--- config.mk ---
export PLATFORM = sky130hd
export DESIGN_NAME = tile_id_to_atlas_and_screen_core
export DESIGN_NICKNAME = d
export VERILOG_FILES = /design/src/rtl/tias_pkg.sv /design/src/rtl/tias_cols.sv /design/src/rtl/tias_div.sv /design/src/rtl/tile_id_to_atlas_and_screen_core.sv
export VERILOG_INCLUDE_DIRS = /design/src /design/src/rtl
export SDC_FILE = /design/constraint.sdc
export NUM_CORES = 2
export LEC_CHECK = 0
export ABC_AREA = 1
export BUFFER_PORTS_ARGS = -buffer_cell sky130_fd_sc_hd__buf_4
export CORE_UTILIZATION = 53
export CTS_CLUSTER_DIAMETER = 60
export DETAILED_ROUTE_END_ITERATION = 10
export GPL_ROUTABILITY_DRIVEN = 0
export GPL_TIMING_DRIVEN = 0
export PLACE_DENSITY = 0.69
export SLEW_MARGIN = 0
export SYNTH_ARGS = -nofsm -noshare
export SYNTH_HDL_FRONTEND = slang
export SYNTH_HIERARCHICAL = 1
export SYNTH_SLANG_ARGS = --single-unit
--- constraint.sdc ---
create_clock -name clk -period 14.8 [get_ports clk]
set_clock_uncertainty 0.15 [all_clocks]
set_input_delay 0.74 -clock clk [delete_from_list [all_inputs] [get_ports clk]]
set_output_delay 0.74 -clock clk [all_outputs]
set_load 0.005 [all_outputs]
--- src/rtl/assert_macros.svh ---
// Assertion macros for the RTL files that check themselves.
// Every macro assumes a clock named clk and an active-low reset named arst_n.
`ifndef ASSERT_MACROS_SVH
`define ASSERT_MACROS_SVH

// The property must hold at every clock edge outside reset.
`define ASSERT_ALWAYS(lbl, prop, msg) \
	lbl: assert property (@(posedge clk) disable iff (!arst_n) (prop)) else $error(msg);

// The consequent must hold in the same cycle as the antecedent.
`define ASSERT_IMPLIES(lbl, ante, cons, msg) \
	lbl: assert property (@(posedge clk) disable iff (!arst_n) (ante) |-> (cons)) else $error(msg);

`endif

--- src/rtl/tias_pkg.sv ---
// Shared types and constants for the tile id to atlas and screen block.
// No dependencies; every RTL module imports this package.
package tias_pkg;

	localparam int NUM_TILESETS_DEF = 4;
	localparam int MAP_DIM          = 1024;

	localparam int ID_W     = 16;
	localparam int MAP_W    = 10;
	localparam int TILE_W   = 9;
	localparam int CAM_W    = 16;
	localparam int CFG_W    = 48;
	localparam int DIV_W    = 16;
	localparam int SRC_X_W  = 16;
	localparam int SRC_Y_W  = 24;
	localparam int DST_W    = 20;

	localparam logic [TILE_W-1:0] TILE_WIDTH_RST  = 9'd16;
	localparam logic [TILE_W-1:0] TILE_HEIGHT_RST = 9'd16;

	typedef enum logic [2:0] {
		CFG_TILE_WIDTH  = 3'd0,
		CFG_TILE_HEIGHT = 3'd1,
		CFG_CAMERA_X    = 3'd2,
		CFG_CAMERA_Y    = 3'd3,
		CFG_TILESET_0   = 3'd4,
		CFG_TILESET_1   = 3'd5,
		CFG_TILESET_2   = 3'd6,
		CFG_TILESET_3   = 3'd7
	} tias_cfg_idx_t;

	// Fields that ride along with a request through the divider.
	typedef struct packed {
		logic             drawn;
		logic [1:0]       set_index;
		logic [DST_W-1:0] dst_x;
		logic [DST_W-1:0] dst_y;
	} tias_side_t;

endpackage

--- src/rtl/tias_cols.sv ---
// Computes the tile column count of each tileset image (image width / tile width)
// with a bit-serial divider each time start is raised. Uses tias_pkg.
module tias_cols #(
	parameter int NUM_SETS = 4
) (
	input  logic                          clk,
	input  logic                          arst_n,
	input  logic                          start,
	input  logic [tias_pkg::TILE_W-1:0]   tile_width,
	input  logic [tias_pkg::DIV_W-1:0]    image_w [NUM_SETS],
	output logic                          busy,
	output logic [tias_pkg::DIV_W-1:0]    cols [NUM_SETS]
);
	import tias_pkg::*;

	localparam int SET_W = (NUM_SETS > 1) ? $clog2(NUM_SETS) : 1;
	localparam int BIT_W = $clog2(DIV_W);

	typedef enum logic [1:0] {ST_IDLE, ST_LOAD, ST_RUN} state_t;

	state_t             state_q;
	logic [SET_W-1:0]   set_cnt_q;
	logic [BIT_W-1:0]   bit_cnt_q;
	logic [DIV_W-1:0]   num_q;
	logic [TILE_W-1:0]  rem_q;
	logic [DIV_W-1:0]   cols_q [NUM_SETS];

	logic [DIV_W-1:0]   img_sel;
	logic [TILE_W:0]    shifted;
	logic               ge;
	logic [TILE_W-1:0]  rem_next;
	logic [DIV_W-1:0]   num_next;

	always_comb begin
		img_sel = '0;
		for (int k = 0; k < NUM_SETS; k++) begin
			if (set_cnt_q == SET_W'(k)) begin
				img_sel = image_w[k];
			end
		end
	end

	// The quotient bits shift into the dividend register as its bits are used up.
	assign shifted  = {rem_q, num_q[DIV_W-1]};
	assign ge       = shifted >= {1'b0, tile_width};
	assign rem_next = ge ? TILE_W'(shifted - {1'b0, tile_width}) : shifted[TILE_W-1:0];
	assign num_next = {num_q[DIV_W-2:0], ge};

	always_ff @(posedge clk or negedge arst_n) begin
		if (!arst_n) begin
			state_q   <= ST_IDLE;
			set_cnt_q <= '0;
			bit_cnt_q <= '0;
			num_q     <= '0;
			rem_q     <= '0;
			for (int k = 0; k < NUM_SETS; k++) begin
				cols_q[k] <= '0;
			end
		end else if (start) begin
			state_q   <= ST_LOAD;
			set_cnt_q <= '0;
		end else begin
			unique case (state_q)
				ST_IDLE: begin
				end
				ST_LOAD: begin
					num_q     <= img_sel;
					rem_q     <= '0;
					bit_cnt_q <= '0;
					state_q   <= ST_RUN;
				end
				ST_RUN: begin
					num_q     <= num_next;
					rem_q     <= rem_next;
					bit_cnt_q <= bit_cnt_q + 1'b1;
					if (bit_cnt_q == BIT_W'(DIV_W - 1)) begin
						for (int k = 0; k < NUM_SETS; k++) begin
							if (set_cnt_q == SET_W'(k)) begin
								cols_q[k] <= (tile_width == '0) ? '0 : num_next;
							end
						end
						if (set_cnt_q == SET_W'(NUM_SETS - 1)) begin
							state_q <= ST_IDLE;
						end else begin
							set_cnt_q <= set_cnt_q + 1'b1;
							state_q   <= ST_LOAD;
						end
					end
				end
				default: state_q <= ST_IDLE;
			endcase
		end
	end

	assign busy = (state_q != ST_IDLE);
	assign cols = cols_q;

endmodule

--- src/rtl/tias_div.sv ---
// Pipelined restoring divider, one quotient bit per stage, with per-stage stall.
// Carries a tias_pkg::tias_side_t sideband alongside each request.
module tias_div (
	input  logic                        clk,
	input  logic                        arst_n,
	input  logic                        in_valid,
	output logic                        in_ready,
	input  tias_pkg::tias_side_t        in_side,
	input  logic [tias_pkg::DIV_W-1:0]  dividend,
	input  logic [tias_pkg::DIV_W-1:0]  divisor,
	output logic                        out_valid,
	input  logic                        out_ready,
	output tias_pkg::tias_side_t        out_side,
	output logic [tias_pkg::DIV_W-1:0]  quotient,
	output logic [tias_pkg::DIV_W-1:0]  remainder
);
	import tias_pkg::*;

	logic             vld_s2 [DIV_W];
	logic [DIV_W-1:0] num_s2 [DIV_W];
	logic [DIV_W-1:0] rem_s2 [DIV_W];
	logic [DIV_W-1:0] den_s2 [DIV_W];
	tias_side_t       side_s2 [DIV_W];
	logic [DIV_W:0]   rdy;

	assign rdy[DIV_W] = out_ready;

	for (genvar k = 0; k < DIV_W; k++) begin : g_stage
		logic             vld_prev;
		logic [DIV_W-1:0] num_prev;
		logic [DIV_W-1:0] rem_prev;
		logic [DIV_W-1:0] den_prev;
		tias_side_t       side_prev;
		logic [DIV_W:0]   shifted;
		logic             ge;

		if (k == 0) begin : g_first
			assign vld_prev  = in_valid;
			assign num_prev  = dividend;
			assign rem_prev  = '0;
			assign den_prev  = divisor;
			assign side_prev = in_side;
		end else begin : g_next
			assign vld_prev  = vld_s2[k-1];
			assign num_prev  = num_s2[k-1];
			assign rem_prev  = rem_s2[k-1];
			assign den_prev  = den_s2[k-1];
			assign side_prev = side_s2[k-1];
		end

		// A stage takes new data when it is empty or its successor moves on.
		assign rdy[k]  = !vld_s2[k] || rdy[k+1];
		assign shifted = {rem_prev, num_prev[DIV_W-1]};
		assign ge      = shifted >= {1'b0, den_prev};

		always_ff @(posedge clk or negedge arst_n) begin
			if (!arst_n) begin
				vld_s2[k] <= 1'b0;
			end else if (rdy[k]) begin
				vld_s2[k] <= vld_prev;
			end
		end

		always_ff @(posedge clk) begin
			if (rdy[k]) begin
				num_s2[k]  <= {num_prev[DIV_W-2:0], ge};
				rem_s2[k]  <= ge ? DIV_W'(shifted - {1'b0, den_prev}) : shifted[DIV_W-1:0];
				den_s2[k]  <= den_prev;
				side_s2[k] <= side_prev;
			end
		end
	end

	assign in_ready  = rdy[0];
	assign out_valid = vld_s2[DIV_W-1];
	assign out_side  = side_s2[DIV_W-1];
	assign quotient  = num_s2[DIV_W-1];
	assign remainder = rem_s2[DIV_W-1];

endmodule

--- src/rtl/tile_id_to_atlas_and_screen_core.sv ---
// Tile id to atlas and screen position. Stages from the accepting edge to the result on the
// output: tileset match, 16 divider stages, then the source multiply stage. Throughput one
// tile per cycle while neither draw_stall nor a column count sweep holds it, set by the
// pipelined divider of local id by column count. A write to tile_width or a tileset starts a
// column count sweep over all tilesets; tiles and further writes stall until it ends. Reset
// is asynchronous, active low, and restores the configuration registers and an empty pipeline.
`include "assert_macros.svh"

module tile_id_to_atlas_and_screen_core #(
	parameter int NUM_TILESETS = tias_pkg::NUM_TILESETS_DEF
) (
	input  logic                                clk,
	input  logic                                arst_n,
	input  logic                                tile_valid,
	output logic                                tile_stall,
	input  logic [tias_pkg::ID_W-1:0]           tile_id,
	input  logic [tias_pkg::MAP_W-1:0]          map_row,
	input  logic [tias_pkg::MAP_W-1:0]          map_col,
	output logic                                draw_valid,
	input  logic                                draw_stall,
	output logic                                drawn,
	output logic [1:0]                          set_index,
	output logic [tias_pkg::SRC_X_W-1:0]        src_x,
	output logic [tias_pkg::SRC_Y_W-1:0]        src_y,
	output logic signed [tias_pkg::DST_W-1:0]   dst_x,
	output logic signed [tias_pkg::DST_W-1:0]   dst_y,
	input  logic                                cfg_valid,
	output logic                                cfg_ready,
	input  tias_pkg::tias_cfg_idx_t             cfg_index,
	input  logic [tias_pkg::CFG_W-1:0]          cfg_data
);
	import tias_pkg::*;

	// Configuration registers.
	logic [TILE_W-1:0] tile_width_q;
	logic [TILE_W-1:0] tile_height_q;
	logic [CAM_W-1:0]  camera_x_q;
	logic [CAM_W-1:0]  camera_y_q;
	logic [CFG_W-1:0]  tileset_q [NUM_TILESETS];

	logic              cfg_wr;
	logic              cols_start;
	logic              cols_busy;
	logic [DIV_W-1:0]  image_w [NUM_TILESETS];
	logic [DIV_W-1:0]  cols [NUM_TILESETS];

	assign cfg_ready  = !cols_busy;
	assign cfg_wr     = cfg_valid && cfg_ready;
	assign cols_start = cfg_wr && (cfg_index == CFG_TILE_WIDTH || cfg_index == CFG_TILESET_0
		|| cfg_index == CFG_TILESET_1 || cfg_index == CFG_TILESET_2
		|| cfg_index == CFG_TILESET_3);

	always_ff @(posedge clk or negedge arst_n) begin
		if (!arst_n) begin
			tile_width_q  <= TILE_WIDTH_RST;
			tile_height_q <= TILE_HEIGHT_RST;
			camera_x_q    <= '0;
			camera_y_q    <= '0;
			for (int k = 0; k < NUM_TILESETS; k++) begin
				tileset_q[k] <= '0;
			end
		end else if (cfg_wr) begin
			if (cfg_index == CFG_TILE_WIDTH)  tile_width_q  <= cfg_data[TILE_W-1:0];
			if (cfg_index == CFG_TILE_HEIGHT) tile_height_q <= cfg_data[TILE_W-1:0];
			if (cfg_index == CFG_CAMERA_X)    camera_x_q    <= cfg_data[CAM_W-1:0];
			if (cfg_index == CFG_CAMERA_Y)    camera_y_q    <= cfg_data[CAM_W-1:0];
			for (int k = 0; k < NUM_TILESETS; k++) begin
				if (cfg_index == tias_cfg_idx_t'(CFG_TILESET_0 + k)) begin
					tileset_q[k] <= cfg_data;
				end
			end
		end
	end

	for (genvar k = 0; k < NUM_TILESETS; k++) begin : g_img
		assign image_w[k] = tileset_q[k][15:0];
	end

	tias_cols #(
		.NUM_SETS(NUM_TILESETS)
	) u_cols (
		.clk       (clk),
		.arst_n    (arst_n),
		.start     (cols_start),
		.tile_width(tile_width_q),
		.image_w   (image_w),
		.busy      (cols_busy),
		.cols      (cols)
	);

	// Stage 1: tileset match, local id and screen position.
	logic              hit_any;
	logic [1:0]        sel_c;
	logic [ID_W-1:0]   first_c;
	logic [DIV_W-1:0]  cols_c;
	logic              in_map;
	logic              drawn_c;
	logic [18:0]       px_c;
	logic [18:0]       py_c;
	tias_side_t        side_c;

	always_comb begin
		hit_any = 1'b0;
		sel_c   = '0;
		first_c = '0;
		cols_c  = '0;
		// Walking down from the top leaves the lowest matching tileset selected.
		for (int k = NUM_TILESETS - 1; k >= 0; k--) begin
			if (tileset_q[k][47:32] <= tile_id
				&& (tile_id - tileset_q[k][47:32]) < tileset_q[k][31:16]) begin
				hit_any = 1'b1;
				sel_c   = 2'(k);
				first_c = tileset_q[k][47:32];
				cols_c  = cols[k];
			end
		end
	end

	assign in_map  = ({1'b0, map_row} < 11'(MAP_DIM)) && ({1'b0, map_col} < 11'(MAP_DIM));
	assign drawn_c = (tile_id != '0) && in_map && hit_any && (tile_width_q != '0)
		&& (cols_c != '0);
	assign px_c    = 19'(map_col) * 19'(tile_width_q);
	assign py_c    = 19'(map_row) * 19'(tile_height_q);

	assign side_c.drawn     = drawn_c;
	assign side_c.set_index = sel_c;
	assign side_c.dst_x     = DST_W'(px_c) - {{(DST_W-CAM_W){camera_x_q[CAM_W-1]}}, camera_x_q};
	assign side_c.dst_y     = DST_W'(py_c) - {{(DST_W-CAM_W){camera_y_q[CAM_W-1]}}, camera_y_q};

	logic              vld_s1;
	tias_side_t        side_s1;
	logic [DIV_W-1:0]  local_s1;
	logic [DIV_W-1:0]  cols_s1;
	logic              div_in_ready;
	logic              ready_s1;

	assign ready_s1   = !vld_s1 || div_in_ready;
	assign tile_stall = !ready_s1 || cols_busy;

	always_ff @(posedge clk or negedge arst_n) begin
		if (!arst_n) begin
			vld_s1 <= 1'b0;
		end else if (ready_s1) begin
			vld_s1 <= tile_valid && !cols_busy;
		end
	end

	always_ff @(posedge clk) begin
		if (ready_s1) begin
			side_s1  <= side_c;
			local_s1 <= tile_id - first_c;
			cols_s1  <= cols_c;
		end
	end

	// Divider: local id by column count.
	logic              div_out_valid;
	logic              div_out_ready;
	tias_side_t        div_side;
	logic [DIV_W-1:0]  div_quo;
	logic [DIV_W-1:0]  div_rem;

	tias_div u_div (
		.clk      (clk),
		.arst_n   (arst_n),
		.in_valid (vld_s1),
		.in_ready (div_in_ready),
		.in_side  (side_s1),
		.dividend (local_s1),
		.divisor  (cols_s1),
		.out_valid(div_out_valid),
		.out_ready(div_out_ready),
		.out_side (div_side),
		.quotient (div_quo),
		.remainder(div_rem)
	);

	// Stage 3: source position and output register.
	logic [24:0]          sx_full;
	logic [24:0]          sy_full;
	logic                 vld_s3;
	logic                 drawn_s3;
	logic [1:0]           set_s3;
	logic [SRC_X_W-1:0]   src_x_s3;
	logic [SRC_Y_W-1:0]   src_y_s3;
	logic [DST_W-1:0]     dst_x_s3;
	logic [DST_W-1:0]     dst_y_s3;

	assign sx_full       = 25'(div_rem) * 25'(tile_width_q);
	assign sy_full       = 25'(div_quo) * 25'(tile_height_q);
	assign div_out_ready = !vld_s3 || !draw_stall;

	always_ff @(posedge clk or negedge arst_n) begin
		if (!arst_n) begin
			vld_s3 <= 1'b0;
		end else if (div_out_ready) begin
			vld_s3 <= div_out_valid;
		end
	end

	// A skipped tile reports zero in every field.
	always_ff @(posedge clk) begin
		if (div_out_ready) begin
			drawn_s3 <= div_side.drawn;
			set_s3   <= div_side.drawn ? div_side.set_index : '0;
			src_x_s3 <= div_side.drawn ? sx_full[SRC_X_W-1:0] : '0;
			src_y_s3 <= div_side.drawn ? sy_full[SRC_Y_W-1:0] : '0;
			dst_x_s3 <= div_side.drawn ? div_side.dst_x : '0;
			dst_y_s3 <= div_side.drawn ? div_side.dst_y : '0;
		end
	end

	assign draw_valid = vld_s3;
	assign drawn      = drawn_s3;
	assign set_index  = set_s3;
	assign src_x      = src_x_s3;
	assign src_y      = src_y_s3;
	assign dst_x      = dst_x_s3;
	assign dst_y      = dst_y_s3;

	logic skip_fields_zero;

	assign skip_fields_zero = set_index == '0 && src_x == '0 && src_y == '0
		&& dst_x == '0 && dst_y == '0;

	`ASSERT_IMPLIES(a_no_tile_during_sweep, tile_valid && !tile_stall, !cols_busy, "tile in sweep")
	`ASSERT_IMPLIES(a_skip_is_zero, draw_valid && !drawn, skip_fields_zero, "nonzero skip")
	`ASSERT_IMPLIES(a_sweep_from_write, $rose(cols_busy), $past(cols_start), "sweep without write")

endmodule

# Word-level counts from Yosys, hierarchy flattened
# Memories as Yosys holds them, arrays and structs flattened.
# Index checks and enable logic that the tools add are counted.
[totals]
out_inout_bits = 86
ram_bits = 1456
n_memories = 4
elab_cells = 285
in_bits = 92
ff_bits = 515
[memory_table]
columns = ["memory", "depth", "word_bits", "read_ports", "rd_ports_with_merged_regs", "wr", "line", "source"]
rows = [
  ["u_div.side_s2", 16, 43, 16, 0, 16, "tias_div.sv:23", "tias_side_t side_s2 [DIV_W];"],
  ["u_div.den_s2", 16, 16, 15, 0, 16, "tias_div.sv:22", "logic [DIV_W-1:0] den_s2 [DIV_W];"],
  ["u_div.num_s2", 16, 16, 16, 0, 16, "tias_div.sv:20", "logic [DIV_W-1:0] num_s2 [DIV_W];"],
  ["u_div.rem_s2", 16, 16, 16, 0, 16, "tias_div.sv:21", "logic [DIV_W-1:0] rem_s2 [DIV_W];"],
]
[classes]
eq_ne = 16
order_cmp = 25
n_mux = 80
reduce_logical = 81
add_sub_neg = 26
multipliers = 4
n_bitwise = 1
[ops]
columns = ["op", "n"]
rows = [
  ["two-way mux 16 bit", 29],
  ["subtractor 16 bit", 20],
  ["greater-or-equal comparator 17 x 16 -> 1 bit", 15],
  ["<= comparator 16 bit", 4],
  ["less-than comparator 16 bit", 4],
  ["subtractor 19 x 20 -> 20 bit", 2],
  ["multiplier 10 x 9 -> 19 bit", 2],
  ["two-way mux 1 bit", 38],
  ["case mux 16 bit (2 select lines)", 1],
  ["nonzero test 16 bit", 2],
  ["multiplier 16 x 9 -> 24 bit", 1],
  ["logical OR 1 bit", 23],
  ["logical NOT 1 bit", 21],
  ["AND reduction 2 bit", 10],
  ["case mux 9 bit (2 select lines)", 1],
  ["greater-or-equal comparator 1 x 16 -> 1 bit", 1],
  ["multiplier 16 x 9 -> 16 bit", 1],
  ["two-way mux 2 bit", 8],
  ["AND reduction 4 bit", 4],
  ["subtractor 1 x 16 -> 16 bit", 1],
  ["equality test 3 bit (second input constant)", 4],
  ["greater-or-equal comparator 10 x 9 -> 1 bit", 1],
  ["logical AND 1 bit", 10],
  ["logical NOT 9 bit", 1],
  ["20 further kinds", 29],
]

# Longest topological paths before layout
[logic_depth]
depth_word = 21
ltp_mapped = 38
depth_no_buf = 37

# By module
# The synthesis kept the hierarchy.
[modules_own_cells]
columns = ["mod", "n_inst", "seq_area_each_um2", "cells_each", "area_each_um2"]
rows = [
  ["tias_div", 1, 43641.9, 4248, 60097.6],
  ["tile_id_to_atlas_and_screen_core", 1, 10852.9, 4192, 35028.6],
  ["tias_cols", 1, 2427.3, 684, 5308.8],
]

# Least setup slack after synthesis
# No wires, ideal clock.
[synth_path]
path_kind = "input to output"
from = "input port draw_stall"
to = "output port tile_stall"
arrival_ns = 10.754
path_stages = 12
slack_ns = 3.156
n_path_buf = 0
required_time_ns = 13.910
cell_sequence = "nand2_1 -> inv_1 -> nand4_4 -> nor3_4 -> nand4_4 -> nor2_4 -> nand4_4 -> nor2_4 -> nand4_2 -> inv_1 -> nand2_1 -> nand2_1"
[synth_via]
elab_chain_len = 21
[synth_lines]
columns = ["element", "line", "source"]
rows = [
  ["start, declared", "tile_id_to_atlas_and_screen_core.sv:20", "input logic draw_stall,"],
  ["logical NOT 1 bit", "tile_id_to_atlas_and_screen_core.sv:191", "assign div_out_ready = !vld_s3 || !draw_stall;"],
  ["logical OR 1 bit", "tile_id_to_atlas_and_screen_core.sv:191", ""],
  ["logical OR 1 bit (3 in series)", "tias_div.sv:52", "assign rdy[k] = !vld_s2[k] || rdy[k+1];"],
  ["named net u_div.rdy[13]", "tias_div.sv:24", "logic [DIV_W:0] rdy;"],
  ["logical OR 1 bit (5 in series)", "tias_div.sv:52", ""],
  ["named net u_div.rdy[8]", "tias_div.sv:24", ""],
  ["logical OR 1 bit (4 in series)", "tias_div.sv:52", ""],
  ["named net u_div.rdy[4]", "tias_div.sv:24", ""],
  ["logical OR 1 bit (4 in series)", "tias_div.sv:52", ""],
  ["named net div_in_ready", "tile_id_to_atlas_and_screen_core.sv:134", "logic div_in_ready;"],
  ["logical OR 1 bit", "tile_id_to_atlas_and_screen_core.sv:137", "assign ready_s1 = !vld_s1 || div_in_ready;"],
  ["logical NOT 1 bit", "tile_id_to_atlas_and_screen_core.sv:138", "assign tile_stall = !ready_s1 || cols_busy;"],
  ["logical OR 1 bit", "tile_id_to_atlas_and_screen_core.sv:138", ""],
  ["end, declared", "tile_id_to_atlas_and_screen_core.sv:15", "output logic tile_stall,"],
]
# The timed path passes the listed nets, and every way through them passes these cells.

# Worst setup path after layout
[layout_path]
from = "register vld_s3, in the netlist draw_valid"
to = "output port tile_stall"
[layout_via]
elab_chain_len = 21
[layout_lines]
columns = ["element", "line", "source"]
rows = [
  ["start, declared", "tile_id_to_atlas_and_screen_core.sv:181", "logic vld_s3;"],
  ["start signal, assigned", "tile_id_to_atlas_and_screen_core.sv:197", "vld_s3 <= div_out_valid;"],
  ["logical NOT 1 bit", "tile_id_to_atlas_and_screen_core.sv:191", ""],
  ["logical OR 1 bit", "tile_id_to_atlas_and_screen_core.sv:191", ""],
  ["named net div_out_ready", "tile_id_to_atlas_and_screen_core.sv:158", "logic div_out_ready;"],
  ["logical OR 1 bit (3 in series)", "tias_div.sv:52", ""],
  ["named net u_div.rdy[13]", "tias_div.sv:24", ""],
  ["logical OR 1 bit (5 in series)", "tias_div.sv:52", ""],
  ["named net u_div.rdy[8]", "tias_div.sv:24", ""],
  ["logical OR 1 bit (4 in series)", "tias_div.sv:52", ""],
  ["named net u_div.rdy[4]", "tias_div.sv:24", ""],
  ["logical OR 1 bit (4 in series)", "tias_div.sv:52", ""],
  ["named net div_in_ready", "tile_id_to_atlas_and_screen_core.sv:134", ""],
  ["logical OR 1 bit", "tile_id_to_atlas_and_screen_core.sv:137", ""],
  ["logical NOT 1 bit", "tile_id_to_atlas_and_screen_core.sv:138", ""],
  ["logical OR 1 bit", "tile_id_to_atlas_and_screen_core.sv:138", ""],
]
# The timed path passes the listed nets, and every way through them passes these cells.

==> metrics list <==
* Tot GR Track Use: 0.241
- The wire-length estimate of the detail-placed layout is 169 mm.
* Worst Path Arrival: 6620 ps
* Shortest period the worst path allows: 7510 ps
- The worst setup path is of the reg2out kind.
- For this run, the register share of the synthesized area comes to 0.567.
- Pin count of the biggest net entering global routing: 123
- The path class of the tightest hold or removal check is in2reg.
- Measured along the y axis, the die boundary spans 437 um.
- Net count of the finished layout: 10,500
- Total CTS buffers: 201
- The worst setup path is captured at an output port.
- Total nets after synthesis: 10,100
* Max-cap viol count: 0
- By area, the combinational part of the netlist is dominated by adder cells.
- At the pin with the least slew margin, the transition time is 1040 ps.
- For this run, the top clock speed supported by timing is 133 MHz.
* Overall die area: 0.191 mm^2
- Setup repair after global routing left no endpoint under its margin.
- For this configuration, the core starts out at a cell density of 0.534.
- The share of the synthesized area in compound gates (AO/OA/AOI/OAI) is 0.0707.
- Avg Cell Area, Syn: 11.0 um^2
- Of the total synthesized cell area, the portion taken by full adders, half adders and majority gates is 0.138.
- In the routed design, unresolved DRC markers number 38.
* Share of synthesized area spent on multiplexers: 0
- The initial antenna violation count came to 0.
* Pre-CTS WS: 7470 ps
- DRT Pass-1 Iters: 8
* Final Worst Setup Slack: 7290 ps
- The final reports fail on DRC.
- Ranked by total cell area, the synthesized netlist is headed by sky130_fd_sc_hd__edfxtp_1 48%, sky130_fd_sc_hd__dfrtp_1 8.8%, sky130_fd_sc_hd__nand2_1 7.9%.
- Remaining max-slew budget at the tightest pin: 0.305
* Proportion of synthesized flip-flops having asynchronous set or reset: 0.183
* H-tree levels: 4
- Status: finished with violations
- Number of sinks handled by clock tree synthesis: 1,955
- For this run, the leading register cell type out of synthesis is sky130_fd_sc_hd__edfxtp_1.
- Unique cell type count in the Yosys netlist: 70
* Largest buffer count on any clock path: 3
- Buffers placed on the I/O ports in this run total 156.
- Of the total synthesized cell area, the portion taken by XOR and XNOR cells is 0.0250.
* Vias per cell: 5.39
- The root buffer cell chosen for the clock tree is sky130_fd_sc_hd__clkbuf_16.
- Final cycle utilization of the critical path: 0.507
- The cell count after synthesis came out at 9,124.
- Fraction of synthesized cell area taken by the top area cell type: 0.478
- After the first detailed-routing iteration, the DRC count stood at 4,837.
- Syn Std Cell Area: 0.100 mm^2
* Core area: 0.188 mm^2
- Clock tree from TritonCTS: built
* Yosys warning count: 6
* Area delta synth->final: 12.2%
- Of the cells placed in the final design, the portion with a size suffix greater than 1 is 0.0855.
- Counting instances in the post-synthesis netlist gives the leading cell types as 2,124 x sky130_fd_sc_hd__nand2_1, 1,598 x sky130_fd_sc_hd__edfxtp_1, 1,321 x sky130_fd_sc_hd__inv_1, 583 x sky130_fd_sc_hd__ha_1, 485 x sky130_fd_sc_hd__a21oi_1.
- Horizontal die dimension: 437 um
* Detailed-route wire length per cell: 18.7 um
* Kind of start point of the critical path: flip-flop
- The synthesized design contains 1,955 register bits.
* Number of flops mapped to enable cells by yosys: 1,598
- Of all cell types, the one taking the most synthesized area is sky130_fd_sc_hd__edfxtp_1.
- The total overflow left after global routing is 0.
* Crit Path Max Fanout: 41
* Number of nets with antenna violations after detailed routing: 0
- In this run the count of I/O pins placed on the die edge is 178.
- Clock-pin slew was measured on the worst setup and hold paths at 60 ps.
- Setup violations remaining at the end of the flow were counted as 0.
* Number of core rows: 159
- Post-Synth Simple-Gate Area: 0.137
* Routed wire length: 229 mm
- Number of hold violations in the final report: 0
- The via count of the first global-routing pass came to 66,600.
* Routed vias: 65,800
* Clock latency of the later-clocked register in the worst-skew pair: 830 ps
* Most frequent cell after synthesis: sky130_fd_sc_hd__nand2_1
- Data on the critical path is required at its endpoint by 13,910 ps.
- The first global-routing pass estimated 360 mm of wire.
- The final-report max-slew violation count came to 0.
- Summed over all failing endpoints, the final setup total negative slack is 0 ps.
## kinds of logic after synthesis
kind of cell / after synthesis
and+or+nand+nor: 3174
DFF: 1955
buffers and inverters: 1577
AOI/OAI and AO/OA: 1222
adders and majority gates: 909
xor gates and xnor gates: 287
## worst max-delay path, cell delays in order (launching register included)
cell and delay [ps]:
sky130_fd_sc_hd__dfrtp_1 500, sky130_fd_sc_hd__nand2_4 260, sky130_fd_sc_hd__inv_1 290, sky130_fd_sc_hd__nand4_4 370, sky130_fd_sc_hd__nor3_4 370, sky130_fd_sc_hd__nand4_4 550
sky130_fd_sc_hd__nor2_4 480, sky130_fd_sc_hd__nand4_4 450, sky130_fd_sc_hd__buf_16 380, sky130_fd_sc_hd__nor2_4 270, sky130_fd_sc_hd__nand4_4 450, sky130_fd_sc_hd__buf_12 360
sky130_fd_sc_hd__buf_12 210, sky130_fd_sc_hd__inv_1 120, sky130_fd_sc_hd__nand2_4 240, sky130_fd_sc_hd__nand2_1 260, sky130_fd_sc_hd__buf_4 140
## per-layer routing
layer / GRT usage / wire (um) / up-vias
met5: 0 / 0 / -
met4: 0.102 / 9820 / 0
met3: 0.0377 / 13600 / 538
met2: 0.418 / 114000 / 2129
met1: 0.299 / 91000 / 31800
li1: - / - / 31300
## state kept, by name (all words and copies together) (netlist names), 24 cells and up
register	cells
image_w	64
side_s1	43
tileset_q	128
u_div/side_s2	688
u_div/rem_s2	256
u_div/den_s2	240
u_div/num_s2	256
src_y	24
u_cols/cols	64
## layout by cell type (no fill, tap or decap), drive strengths merged, types with 21 or more instances in the layout
cell,n
nand3b,22
o31ai,24
a31oi,36
xor2,178
nand4,29
bufinv,23
dlygate4sd3,32
nand3,454
o211ai,35
inv,1349
nor2,367
nand2,2187
ha,583
clkinv,77
edfxtp,1598
nor3,48
or2,34
clkbuf,406
dfrtp,355
buf,267
fa,326
a21oi,490
xnor2,109
o22ai,29
o21bai,21
o21ai,510
a21o,24
## layout make-up
cell class / instances / area, um^2
sequential: 1955 / 56900
inverter: 1334 / 5030
buffer: 243 / 1250
clock inverter: 126 / 1510
multi-input combinational: 5592 / 37300
timing repair buffer: 213 / 2130
clock buffer: 249 / 5410
tap: 2495 / 3120
fill: 14700 / 75300
antenna: 2 / 5.00
## metrics by stage
stage / hold slack [ps] / std cells / utilization / area [um^2]
after floorplan: 250 / 9124 / - / 100000
after global placement: 250 / 11800 / 0.557 / 105000
after detailed placement: 255 / 11800 / 0.561 / 105000
after CTS: 30.6 / 12200 / 0.600 / 113000
after global routing: 84.2 / 12200 / 0.600 / 113000
final: 100 / 12200 / 0.600 / 113000
## path summary, 6_finish.rpt
kind                                  start                        end  slack, ps  depth (start not counted)
max                              draw_valid                 tile_stall       7290                         16
min                            cfg_data[16]             tileset_q[112]        100                          3
max reg2reg                tile_height_q[1]                side_s1[14]       7860                         20
min reg2reg                     side_s1[13]       u_div/side_s2[0][13]        250                          0
max in group asynchronous            arst_n  u_div/g_stage[5].vld_prev      12910                          4
min in group asynchronous            arst_n                image_w[23]        270                          2
## timing repair
| item | in CTS | in global routing |
|---|---|---|
| hold buffers | 32 | 0 |
| setup buffers | 0 | 0 |
| gates resized for setup | 0 | 0 |
| endpoints found under the setup margin | 0 | 0 |
| endpoints found under the hold margin | 103 | 0 |
Power is not shown: default switching activity piles up to over one toggle a cycle in this logic, so the estimate is an artifact.
